==> src/rtl/core/pnghs_pkg.sv <==
// ----------------------------------------------------------------------------
// PNG header scanner package
// Shared constants, result codes and decode types for the PNG header scanner.
// ----------------------------------------------------------------------------
package pnghs_pkg;

	// Eight-byte file signature, first byte in the lowest bits.
	localparam logic [63:0] SIG_CODE = 64'h0a1a0a0d474e5089;

	// Chunk type words, first byte of the type in the lowest bits.
	localparam logic [31:0] TYPE_IHDR = 32'h52444849;
	localparam logic [31:0] TYPE_PLTE = 32'h45544c50;
	localparam logic [31:0] TYPE_TRNS = 32'h534e5274;
	localparam logic [31:0] TYPE_IDAT = 32'h54414449;

	// Header geometry.
	localparam int HDR_IDX_W = 6;
	localparam logic [HDR_IDX_W-1:0] HDR_LAST_IDX = 6'd32;
	localparam logic [HDR_IDX_W-1:0] HDR_COLOUR_IDX = 6'd25;

	// Result status codes.
	localparam logic [1:0] STATUS_OK = 2'd0;
	localparam logic [1:0] STATUS_SHORT = 2'd1;
	localparam logic [1:0] STATUS_BAD_SIG = 2'd2;
	localparam logic [1:0] STATUS_BAD_IHDR = 2'd3;

	// Per-byte decode flags handed from the decoder to the scanner control.
	typedef struct packed {
		logic sig_mismatch;
		logic ihdr_mismatch;
		logic width_byte;
		logic height_byte;
		logic colour_byte;
		logic header_end;
		logic is_idat;
		logic is_plte;
		logic is_trns;
	} byte_decode_t;

endpackage

==> src/rtl/core/png_header_chunk_scanner.sv <==
// ----------------------------------------------------------------------------
// PNG header and chunk scanner
// Parses a PNG byte stream: signature, IHDR fields and the chunk list up to
// the first IDAT chunk, and reports one summary result per file.
// ----------------------------------------------------------------------------
// The scanner takes one file byte per request on the slave side, with tlast on
// the final byte of the file, and sustains one byte per clock cycle except while
// a byte that causes a result waits for the result register. Each byte passes
// through an input register and the compare and counter logic into the result
// register; an earlier result that still waits delays a later one.
// Bytes that cause no result keep flowing while a result waits; only a byte
// that causes a result is held in the input register until the result register
// is free. The first 33 bytes are checked as signature and IHDR chunk. A file
// that ends inside them gives status 1; a bad signature gives status 2 and a
// bad IHDR type status 3, both at the 33rd byte. Otherwise the chunk list is
// walked and one status 0 result is given at the first IDAT chunk or at the end
// of the file, carrying the image size, colour type, palette length and tRNS
// flag. After a result the remaining bytes are dropped until tlast, after which
// the scanner starts over for the next file. Chunk CRCs are not checked.
// ----------------------------------------------------------------------------
module png_header_chunk_scanner
	import pnghs_pkg::*;
(
	input  logic         clk,
	input  logic         arst_n,
	input  logic         s_axis_tvalid,
	output logic         s_axis_tready,
	input  logic [7:0]   s_axis_tdata,   // [7:0] data_byte
	input  logic         s_axis_tlast,   // last_byte
	output logic         m_axis_tvalid,
	input  logic         m_axis_tready,
	output logic [111:0] m_axis_tdata,   // [31:0] image_width, [63:32] image_height,
	                                     // [71:64] color_type, [103:72] palette_bytes,
	                                     // [104] has_transparency,
	                                     // [105] reached_image_data, [111:106] zero
	output logic [1:0]   m_axis_tuser    // [1:0] status
);

	// Scan phases.
	localparam logic [1:0] PH_HEADER = 2'd0;
	localparam logic [1:0] PH_CHUNK  = 2'd1;
	localparam logic [1:0] PH_SKIP   = 2'd2;
	localparam logic [1:0] PH_DONE   = 2'd3;

	// Input register stage.
	logic       valid_s1;
	logic [7:0] data_s1;
	logic       last_s1;
	logic       advance;

	// Scanner state.
	logic [1:0]           phase_q, phase_n;
	logic [HDR_IDX_W-1:0] idx_q, idx_n;
	logic [31:0]          len_q, len_n;
	logic [23:0]          type_q, type_n;
	logic [32:0]          skip_q, skip_n;
	logic [31:0]          width_q, width_n;
	logic [31:0]          height_q, height_n;
	logic [7:0]           colour_q, colour_n;
	logic [31:0]          pal_q, pal_n;
	logic                 trns_q, trns_n;
	logic                 sig_bad_q, sig_bad_n;
	logic                 ihdr_bad_q, ihdr_bad_n;

	// Result of the current byte.
	logic       emit;
	logic [1:0] res_status;
	logic       res_reached;

	// Result register.
	logic         out_valid_q;
	logic [111:0] out_data_q;
	logic [1:0]   out_status_q;

	byte_decode_t dec;

	// The input stage moves on whenever its byte causes no result, or the
	// result register is empty or is being drained in this cycle.
	assign advance       = valid_s1 && (!emit || !out_valid_q || m_axis_tready);
	assign s_axis_tready = !valid_s1 || advance;

	always_ff @(posedge clk or negedge arst_n) begin
		if (!arst_n) begin
			valid_s1 <= 1'b0;
		end else if (s_axis_tready) begin
			valid_s1 <= s_axis_tvalid;
		end
	end

	always_ff @(posedge clk) begin
		if (s_axis_tready && s_axis_tvalid) begin
			data_s1 <= s_axis_tdata;
			last_s1 <= s_axis_tlast;
		end
	end

	pnghs_byte_decode u_decode (
		.idx      (idx_q),
		.data     (data_s1),
		.type_low (type_q),
		.dec      (dec)
	);

	// Next-state logic for one byte. Result fields are taken from the updated
	// state, so a PLTE or tRNS header completed by the final byte is included.
	always_comb begin
		phase_n     = phase_q;
		idx_n       = idx_q;
		len_n       = len_q;
		type_n      = type_q;
		skip_n      = skip_q;
		width_n     = width_q;
		height_n    = height_q;
		colour_n    = colour_q;
		pal_n       = pal_q;
		trns_n      = trns_q;
		sig_bad_n   = sig_bad_q | dec.sig_mismatch;
		ihdr_bad_n  = ihdr_bad_q | dec.ihdr_mismatch;
		emit        = 1'b0;
		res_status  = STATUS_OK;
		res_reached = 1'b0;

		case (phase_q)
			PH_HEADER: begin
				if (dec.width_byte) begin
					width_n = {width_q[23:0], data_s1};
				end
				if (dec.height_byte) begin
					height_n = {height_q[23:0], data_s1};
				end
				if (dec.colour_byte) begin
					colour_n = data_s1;
				end
				if (dec.header_end) begin
					if (sig_bad_q) begin
						emit       = 1'b1;
						res_status = STATUS_BAD_SIG;
						phase_n    = PH_DONE;
					end else if (ihdr_bad_q) begin
						emit       = 1'b1;
						res_status = STATUS_BAD_IHDR;
						phase_n    = PH_DONE;
					end else begin
						phase_n = PH_CHUNK;
						idx_n   = '0;
						len_n   = '0;
						type_n  = '0;
						emit    = last_s1;
					end
				end else begin
					idx_n = idx_q + 6'd1;
					if (last_s1) begin
						emit       = 1'b1;
						res_status = STATUS_SHORT;
					end
				end
			end
			PH_CHUNK: begin
				// Length bytes come big-endian; the type word is gathered with its
				// first byte lowest so that it matches the type constants.
				if (!idx_q[2]) begin
					len_n = {len_q[23:0], data_s1};
				end else if (idx_q[1:0] != 2'd3) begin
					type_n = type_q | (24'(data_s1) << {idx_q[1:0], 3'b000});
				end
				if (idx_q[2:0] == 3'd7) begin
					if (dec.is_idat) begin
						emit        = 1'b1;
						res_reached = 1'b1;
						phase_n     = PH_DONE;
					end else begin
						if (dec.is_plte) begin
							pal_n = len_q;
						end else if (dec.is_trns) begin
							trns_n = 1'b1;
						end
						// Body plus the four CRC bytes.
						skip_n  = {1'b0, len_q} + 33'd4;
						phase_n = PH_SKIP;
						emit    = last_s1;
					end
				end else begin
					idx_n = idx_q + 6'd1;
					emit  = last_s1;
				end
			end
			PH_SKIP: begin
				if (skip_q > 33'd1) begin
					skip_n = skip_q - 33'd1;
				end else begin
					skip_n  = '0;
					phase_n = PH_CHUNK;
					idx_n   = '0;
					len_n   = '0;
					type_n  = '0;
				end
				emit = last_s1;
			end
			default: begin
				// Result already given: bytes are dropped until the end of file.
			end
		endcase
	end

	// Scanner state registers; the last byte of a file returns them to reset.
	always_ff @(posedge clk or negedge arst_n) begin
		if (!arst_n) begin
			phase_q    <= PH_HEADER;
			idx_q      <= '0;
			len_q      <= '0;
			type_q     <= '0;
			skip_q     <= '0;
			width_q    <= '0;
			height_q   <= '0;
			colour_q   <= '0;
			pal_q      <= '0;
			trns_q     <= 1'b0;
			sig_bad_q  <= 1'b0;
			ihdr_bad_q <= 1'b0;
		end else if (advance) begin
			if (last_s1) begin
				phase_q    <= PH_HEADER;
				idx_q      <= '0;
				len_q      <= '0;
				type_q     <= '0;
				skip_q     <= '0;
				width_q    <= '0;
				height_q   <= '0;
				colour_q   <= '0;
				pal_q      <= '0;
				trns_q     <= 1'b0;
				sig_bad_q  <= 1'b0;
				ihdr_bad_q <= 1'b0;
			end else begin
				phase_q    <= phase_n;
				idx_q      <= idx_n;
				len_q      <= len_n;
				type_q     <= type_n;
				skip_q     <= skip_n;
				width_q    <= width_n;
				height_q   <= height_n;
				colour_q   <= colour_n;
				pal_q      <= pal_n;
				trns_q     <= trns_n;
				sig_bad_q  <= sig_bad_n;
				ihdr_bad_q <= ihdr_bad_n;
			end
		end
	end

	// Result register.
	always_ff @(posedge clk or negedge arst_n) begin
		if (!arst_n) begin
			out_valid_q <= 1'b0;
		end else if (advance && emit) begin
			out_valid_q <= 1'b1;
		end else if (m_axis_tready) begin
			out_valid_q <= 1'b0;
		end
	end

	always_ff @(posedge clk) begin
		if (advance && emit) begin
			out_status_q <= res_status;
			// Error results carry all-zero fields.
			if (res_status == STATUS_OK) begin
				out_data_q <= {6'd0, res_reached, trns_n, pal_n, colour_n, height_n, width_n};
			end else begin
				out_data_q <= '0;
			end
		end
	end

	assign m_axis_tvalid = out_valid_q;
	assign m_axis_tdata  = out_data_q;
	assign m_axis_tuser  = out_status_q;

	// Once the result of a file is given, no further result comes from it.
	a_done_silent: assert property (@(posedge clk) disable iff (!arst_n)
		advance && (phase_q == PH_DONE) |-> !emit)
		else $error("scanner emitted a result after the file was finished");

	// An error result never carries field data.
	a_error_zero: assert property (@(posedge clk) disable iff (!arst_n)
		m_axis_tvalid && (m_axis_tuser != STATUS_OK) |-> (m_axis_tdata == '0))
		else $error("error result carries nonzero fields");

	// The end of a file puts the scanner back at the start of a header.
	a_restart: assert property (@(posedge clk) disable iff (!arst_n)
		advance && last_s1 |=> (phase_q == PH_HEADER) && (idx_q == '0))
		else $error("scanner did not restart after the last byte");

	// A chunk body skip always has bytes left to count.
	a_skip_live: assert property (@(posedge clk) disable iff (!arst_n)
		(phase_q == PH_SKIP) |-> (skip_q != '0))
		else $error("skip phase with zero remaining count");

endmodule

==> src/rtl/core/pnghs_byte_decode.sv <==
// ----------------------------------------------------------------------------
// PNG header scanner byte decoder
// Classifies the current byte by its header position and compares it with the
// expected signature and IHDR bytes; also classifies a completed chunk type.
// ----------------------------------------------------------------------------
module pnghs_byte_decode
	import pnghs_pkg::*;
(
	input  logic [HDR_IDX_W-1:0] idx,
	input  logic [7:0]           data,
	input  logic [23:0]          type_low,
	output byte_decode_t         dec
);

	logic [7:0]  sig_byte;
	logic [7:0]  ihdr_byte;
	logic [31:0] type_word;

	assign sig_byte  = SIG_CODE[{idx[2:0], 3'b000} +: 8];
	assign ihdr_byte = TYPE_IHDR[{idx[1:0], 3'b000} +: 8];

	// The type word is complete once its fourth byte is on the input.
	assign type_word = {data, type_low};

	always_comb begin
		dec.sig_mismatch  = (idx inside {[6'd0:6'd7]}) && (sig_byte != data);
		dec.ihdr_mismatch = (idx inside {[6'd12:6'd15]}) && (ihdr_byte != data);
		dec.width_byte    = idx inside {[6'd16:6'd19]};
		dec.height_byte   = idx inside {[6'd20:6'd23]};
		dec.colour_byte   = (idx == HDR_COLOUR_IDX);
		dec.header_end    = (idx >= HDR_LAST_IDX);
		dec.is_idat       = (type_word == TYPE_IDAT);
		dec.is_plte       = (type_word == TYPE_PLTE);
		dec.is_trns       = (type_word == TYPE_TRNS);
	end

endmodule
==> config.mk <==
export PLATFORM = sky130hd
export DESIGN_NAME = png_header_chunk_scanner
export DESIGN_NICKNAME = d
export VERILOG_FILES = /design/src/rtl/core/pnghs_pkg.sv /design/src/rtl/core/png_header_chunk_scanner.sv /design/src/rtl/core/pnghs_byte_decode.sv
export SDC_FILE = /design/constraint.sdc
export NUM_CORES = 1
export LEC_CHECK = 0
export ABC_AREA = 1
export ABC_CLOCK_PERIOD_IN_PS = 4400
export BUFFER_PORTS_ARGS = -buffer_cell sky130_fd_sc_hd__buf_2
export CAP_MARGIN = 0
export CORE_MARGIN = 10
export CORE_UTILIZATION = 30
export DETAILED_ROUTE_END_ITERATION = 16
export GPL_TIMING_DRIVEN = 0
export PLACE_DENSITY = 0.54
export SLEW_MARGIN = 20
export SYNTH_ARGS = -nofsm -noshare
export SYNTH_HDL_FRONTEND = slang
export SYNTH_SLANG_ARGS = --single-unit
==> constraint.sdc <==
create_clock -name clk -period 4.4 [get_ports clk]
set_input_delay 0.66 -clock clk [delete_from_list [all_inputs] [get_ports clk]]
set_output_delay 0.66 -clock clk [all_outputs]
set_load 0.005 [all_outputs]
# Yosys cells after proc, flatten, opt, wreduce, memory -nomap -nowiden
# Index checks and enable logic that the tools add are counted.
[classes] n_eq_ne=22 addsub=3 order_cmp=10 muxes=72 n_reduce_logical=26 shifts=3 bitwise_logic=3
[ops] operator="$mux 32" count=17
[ops] operator="$mux 24" count=7
[ops] operator="$mux 33" count=4
[ops] operator="$eq 32x31->1 const B" count=3
[ops] operator="$pmux 32 s3" count=1
[ops] operator="$pmux 24 s3" count=1
[ops] operator="$pmux 33 s2" count=1
[ops] operator="$shiftx 64x7->8 const A" count=1
[ops] operator="$mux 6" count=6
[ops] operator="$add 32x3->33 const B" count=1
[ops] operator="$gt 33x1->1 const B" count=1
[ops] operator="$sub 33x1->33 const B" count=1
[ops] operator="$shiftx 32x6->8 const A" count=1
[ops] operator="$ne 3x3->1 const B" count=10
[ops] operator="$mux 8" count=3
[ops] operator="$or 24x24->24" count=1
[ops] operator="$shl 8x5->24" count=1
[ops] operator="$mux 2" count=10
[ops] operator="$mux 1" count=19
[ops] operator="$pmux 6 s3" count=1
[ops] operator="$ne 8x8->1" count=2
[ops] operator="$ge 6x5->1 const B" count=2
[ops] operator="$le 6x5->1 const B" count=2
[ops] operator="$logic_and 1x1->1" count=9
[ops] operator="27 further kinds" count=34
[totals] ff_bits=329 output_inout_bits=116

# Longest topological paths before layout
[depth] ltp_word=10 depth_mapped=16 mapped_depth_nobuf=13

# By module
# From an unflattened synthesis, not the netlist that was laid out.
[hier_totals] cells_unflattened=2065 area_unflattened_um2=16998.8
[by_module_without_submodules] mod="png_header_chunk_scanner" area_each_um2=16373.2 cells_per_inst=1934 instances=1
[by_module_without_submodules] mod="pnghs_byte_decode" area_each_um2=625.6 cells_per_inst=131 instances=1

# Worst setup path after synthesis
# No wires, ideal clock.
[synth_path] path_type="flip-flop to flip-flop" startpoint="reg idx_q[0]" endpoint="reg out_data_q[0], in the netlist m_axis_tdata[0] (enable)" t_arrival_ps=3681 setup_slack_ps=257 setup_time_ps=462 t_required_ps=3938 path_stages_with_launch=13 path_cell_list="dfrtp_1 -> ha_1 -> ha_1 -> nand2_1 -> inv_1 -> nand3_2 -> nand2_2 -> nand3_4 -> nand2_4 -> inv_4 -> buf_6 -> nand3_1 -> inv_1"
[synth_between] elab_chain_len=8 elab_cells_between_ends=10
[synth_rtl] element="start: declaration" line_no="png_header_chunk_scanner.sv:53" text="logic [HDR_IDX_W-1:0] idx_q, idx_n;"
[synth_rtl] element="start signal: assignment" line_no="png_header_chunk_scanner.sv:236" text="idx_q <= idx_n;"
[synth_rtl] element="$ge 6x6->1 or $eq 3x3->1 (tied branches)" line_no="pnghs_byte_decode.sv:31, png_header_chunk_scanner.sv:166"
[synth_rtl] element="$mux 1 (on tied branches)" line_no="png_header_chunk_scanner.sv:134, png_header_chunk_scanner.sv:166"
[synth_rtl] element="$pmux 1 s3 *" line_no="png_header_chunk_scanner.sv:123" text="case (phase_q)"
[synth_rtl] element="$logic_not 1->1" line_no="png_header_chunk_scanner.sv:79" text="assign advance = valid_s1 && (!emit || !out_valid_q || m_axis_tready);"
[synth_rtl] element="$logic_or 1x1->1 (2 in a row)" line_no="png_header_chunk_scanner.sv:79"
[synth_rtl] element="$logic_and 1x1->1" line_no="png_header_chunk_scanner.sv:79"
[synth_rtl] element="$logic_and 1x1->1 *" line_no="png_header_chunk_scanner.sv:263" text="if (advance && emit) begin"
[synth_rtl] element="end signal: assignment" line_no="png_header_chunk_scanner.sv:267" text="out_data_q <= {6'd0, res_reached, trns_n, pal_n, colour_n, height_n, width_n};"
[synth_rtl] element="end: declaration" line_no="png_header_chunk_scanner.sv:72" text="logic [111:0] out_data_q;"
# Every way passes the cells marked *; elsewhere a longest branch is shown, timed or not.
# A chain may end at the register's enable or synchronous reset.

# Worst setup path after layout
[layout_path] startpoint="reg data_s1[6]" endpoint="out s_axis_tready"
[layout_between] elab_chain_len=9
[layout_rtl] element="start: declaration" line_no="png_header_chunk_scanner.sv:47" text="logic [7:0] data_s1;"
[layout_rtl] element="start signal: assignment" line_no="png_header_chunk_scanner.sv:92" text="data_s1 <= s_axis_tdata;"
[layout_rtl] element="$eq 32x31->1" line_no="pnghs_byte_decode.sv:32" text="dec.is_idat = (type_word == TYPE_IDAT);"
[layout_rtl] element="$mux 1" line_no="png_header_chunk_scanner.sv:167" text="if (dec.is_idat) begin"
[layout_rtl] element="$mux 1" line_no="png_header_chunk_scanner.sv:166" text="if (idx_q[2:0] == 3'd7) begin"
[layout_rtl] element="$pmux 1 s3" line_no="png_header_chunk_scanner.sv:123"
[layout_rtl] element="$logic_not 1->1" line_no="png_header_chunk_scanner.sv:79"
[layout_rtl] element="$logic_or 1x1->1 (2 in a row)" line_no="png_header_chunk_scanner.sv:79"
[layout_rtl] element="$logic_and 1x1->1" line_no="png_header_chunk_scanner.sv:79"
[layout_rtl] element="$logic_or 1x1->1" line_no="png_header_chunk_scanner.sv:80" text="assign s_axis_tready = !valid_s1 || advance;"
[layout_rtl] element="end: declaration" line_no="png_header_chunk_scanner.sv:27" text="output logic s_axis_tready,"
# No other way between the ends.

==> reports/qor.csv <==
stage;metric;value;unit
clocking;cts_htree_levels;2;
sta;clock.fmax;292;MHz
clocking;cts_buffers;38;
sta;fin_ws;981;ps
global_route;grt_pass1_vias;13900;
detailed_routing;drt_wl_total;49.8;mm
sta;tightestPinTransition;818;ps
setup_path;worstRegToRegCells;13;
clocking;cts-root-buf;clkbuf_16;
final_layout;fin_util;35.6;%
detailed_routing;drtIter0Drc;1188;
setup_path;rrSetupSlack;1120;ps
setup_path;r2r_end;m_axis_tdata[92];
global_route;grt_pass1_wl;78.6;mm
floorplanning;dieArea;64300;um2
logic_synthesis;ys_types;46;
clocking;cts_resized;0;
final_layout;finalNonFillerCells;2838;
final_layout;nets;2137;
setup_path;crit_slowest_cell;edfxtp_1;
setup_path;crit_required;3740;ps
outcome;outcome;finished, final reports clean;
floorplanning;ios;129;
global_route;grt_use_total;15.4;%
setup_path;cp-end-kind;output pin;
place;port_buffers;122;
sta;rsz0062_at_grt;no;
setup_path;worst_path_most_repeated_cell;nand2_2;
floorplanning;fp.coreArea;53900;um2
place;dp_hpwl;36.4;mm
floorplanning;die_w;254;um
floorplanning;die_h;254;um
final_layout;nFillCells;5531;
place;dp_cells;2768;
global_route;antenna_found_initial;1;
detailed_routing;routedWlPerCell;17.5;um
worst_hold_path;hp-class;input port to async pin;
final_layout;drive_above_1_share;12.7;%
clocking;cts_tree;yes;
final_layout;ff_latch_area;8670;um2
detailed_routing;drtAntennaViolNets;0;
floorplanning;initial_core_util;30.3;%
setup_path;cp_max_fo;8;
final_layout;multi_input_comb_area;6290;um2
logic_synthesis;seq_area_frac_synth;53.0;%
setup_path;critical-path-max-stage-delay;800;ps
place;gp_congestion;0.920;
logic_synthesis;synth_area_per_cell;8.42;um2
logic_synthesis;yosys_warnings;0;
logic_synthesis;synth_area;16400;um2
sta;worst_clock_skew;21.5;ps
sta;min_period;3420;ps
setup_path;cp_cell_sequence;nand2_2 -> nor2_1 -> nand2_1 -> nor2_2 -> nand3_2 -> nand2_2 -> nand4_1 -> buf_2;
run;cap_viol_max_count;0;
clocking;hold_buffers;0;
clocking;clkLatencyLatePin;560;ps
final_layout;area_growth;17.2;%
sta;setup_viol;0;
logic_synthesis;yosys.area.top_type;dfrtp_1;
clocking;cts_buffer_depth;3;
clocking;postCtsSetupRepairBufs;0;
setup_path;rr_startpoint;idx_q[0];
final_layout;antennaDiodeCount;0;
sta;period_share;77.7;%
power_and_ir_drop;leakagePower;8.65;nW
detailed_routing;drc;0;
clocking;clk_pin_slew_worst_paths;70;ps
logic_synthesis;yosysTopAreaCellShare;31.5;%
place;pre_cts_ws;1090;ps
setup_path;worstPathArrival;2760;ps
clocking;cts_sinks;323;
sta;relSlewSlack;45.5;%
setup_path;critical_path_class;register to output pin;
global_route;grt_remaining_overflow;0;
sta;hold_viol;0;
logic_synthesis;syn_inst;1942;
power_and_ir_drop;ir_drop;0.266;mV
power_and_ir_drop;power-per-cell-area;649;nW/um2
logic_synthesis;ys_seq_elements;323;
detailed_routing;via_per_inst;4.92;
detailed_routing;first_pass_iters;5;
sta;slew_violations;0;
detailed_routing;vias;14000;
setup_path;cp-start-kind;register;
logic_synthesis;netlist_top_cells_area;dfrtp_1, edfxtp_1, nand2_1;
floorplanning;num_rows;85;
global_route;grt_max_degree;94;
through the flow:
step	total power (W)	instance area, um2	hold WS, ps	setup TNS (ps)
2_1_floorplan	0.00774	16400	364	0
3_3_place_gp	0.00936	17900	458	-344630
3_5_place_dp	0.00940	18000	459	0
4_1_cts	0.0126	19200	32.5	0
5_1_grt	0.0134	19200	43.3	0
6_report	0.0124	19200	22.0	0
cells in the final DEF, fill, tap and decap left out, types with 3 or more instances in the layout:
cell type and instances:
edfxtp_1 117, nor4_1 5, nor3_1 38, buf_1 4
o21ai_0 207, o21ai_1 13, buf_4 9, a211oi_1 15
xnor2_1 11, clkbuf_1 56, clkbuf_8 3, inv_1 193
clkinv_2 8, conb_1 6, dfrtp_1 206, nor2_1 245
buf_2 142, nand4_1 16, o21ai_2 4, nand2_1 450
nor2_2 7, a21oi_1 24, nand3_1 87, ha_1 12
nand2_4 3, clkinv_1 10, clkbuf_16 39, o22ai_1 106
buf_6 23, nand2_2 7, xor2_1 39, inv_2 6
buf_16 3
synth_stat cells, drive strengths merged:
library cell / instances
o21ai: 224
nand4: 16
ha: 12
nor3b: 1
xnor2: 11
inv: 201
clkbuf: 48
and3: 2
edfxtp: 117
o31ai: 1
conb: 1
o211a: 1
o211ai: 1
buf: 58
xor2: 39
o22ai: 106
nor2: 254
dfrtp: 206
nand2: 460
nand3: 91
a211oi: 15
nor3: 39
clkinv: 5
a21oi: 24
o21a: 1
and2: 1
nor4: 5
or2: 2
worst max-delay path by stage:
stage	start	to	slack [ps]	cells past startpoint
floorplan	idx_q[0]	m_axis_tdata[0]	260	12
CTS	data_s1[6]	s_axis_tready	1000	8
finish	data_s1[6]	s_axis_tready	980	8
detailed placement	idx_q[0]	m_axis_tdata[90]	1090	13
global route	phase_q[0]	s_axis_tready	860	8
global placement	arst_n	pal_q[13]	-1150	1
state kept, by name, summed over array words and instances (netlist names), 2 cells and up:
register,flops
skip_q,33
m_axis_tdata,106
height_q,32
type_q,24
pal_q,32
width_q,32
len_q,32
colour_q,8
data_s1,8
phase_q,2
idx_q,6
m_axis_tuser,2
per-layer routing:
metal  global-route usage (%)  part of all wire, %  up-vias
met1                     20.8                   46     6704
met4                     4.92                  2.6        2
li1                         -                    -     6752
met3                     3.02                  6.4       81
met2                     24.3                   45      437
met5                        0                0.036        -
report_power, final:
part	internal [W]	switching (W)	total [W]
clock	0.00181	0.00128	0.00309
combinational	0.00161	0.00340	0.00501
sequential	0.00390	0.000435	0.00434
total	0.00731	0.00512	0.0124
cell type report:
cell class / count / area share, %
Clock inverter: 19 / 0.849
Tap cell: 696 / 4.54
Sequential cell: 323 / 45.2
Clock buffer: 51 / 5.48
Buffer: 106 / 3.35
Timing Repair Buffer: 125 / 3.67
Multi-Input combinational cell: 1312 / 32.8
Inverter: 206 / 4.08
kinds of logic (layout without fill, tap and decap cells):
kind of cell	Yosys count	count (layout)	share of synthesized area (%)
AOI/OAI and AO/OA	373	373	12.6
xor gates and xnor gates	50	50	2.68
adders and majority gates	12	12	0.918
buffers and inverters	312	507	8.68
DFF	323	323	53.0
other	1	6	0.0229
and+or+nand+nor	871	871	22.1
worst max-delay path: cells and delay by family, from the launching register on:
kind	cells	cell delay [ps]
buffers and inverters	1	240
DFF	1	800
and+or+nand+nor	7	1150
(Power assumes the default switching activity.)
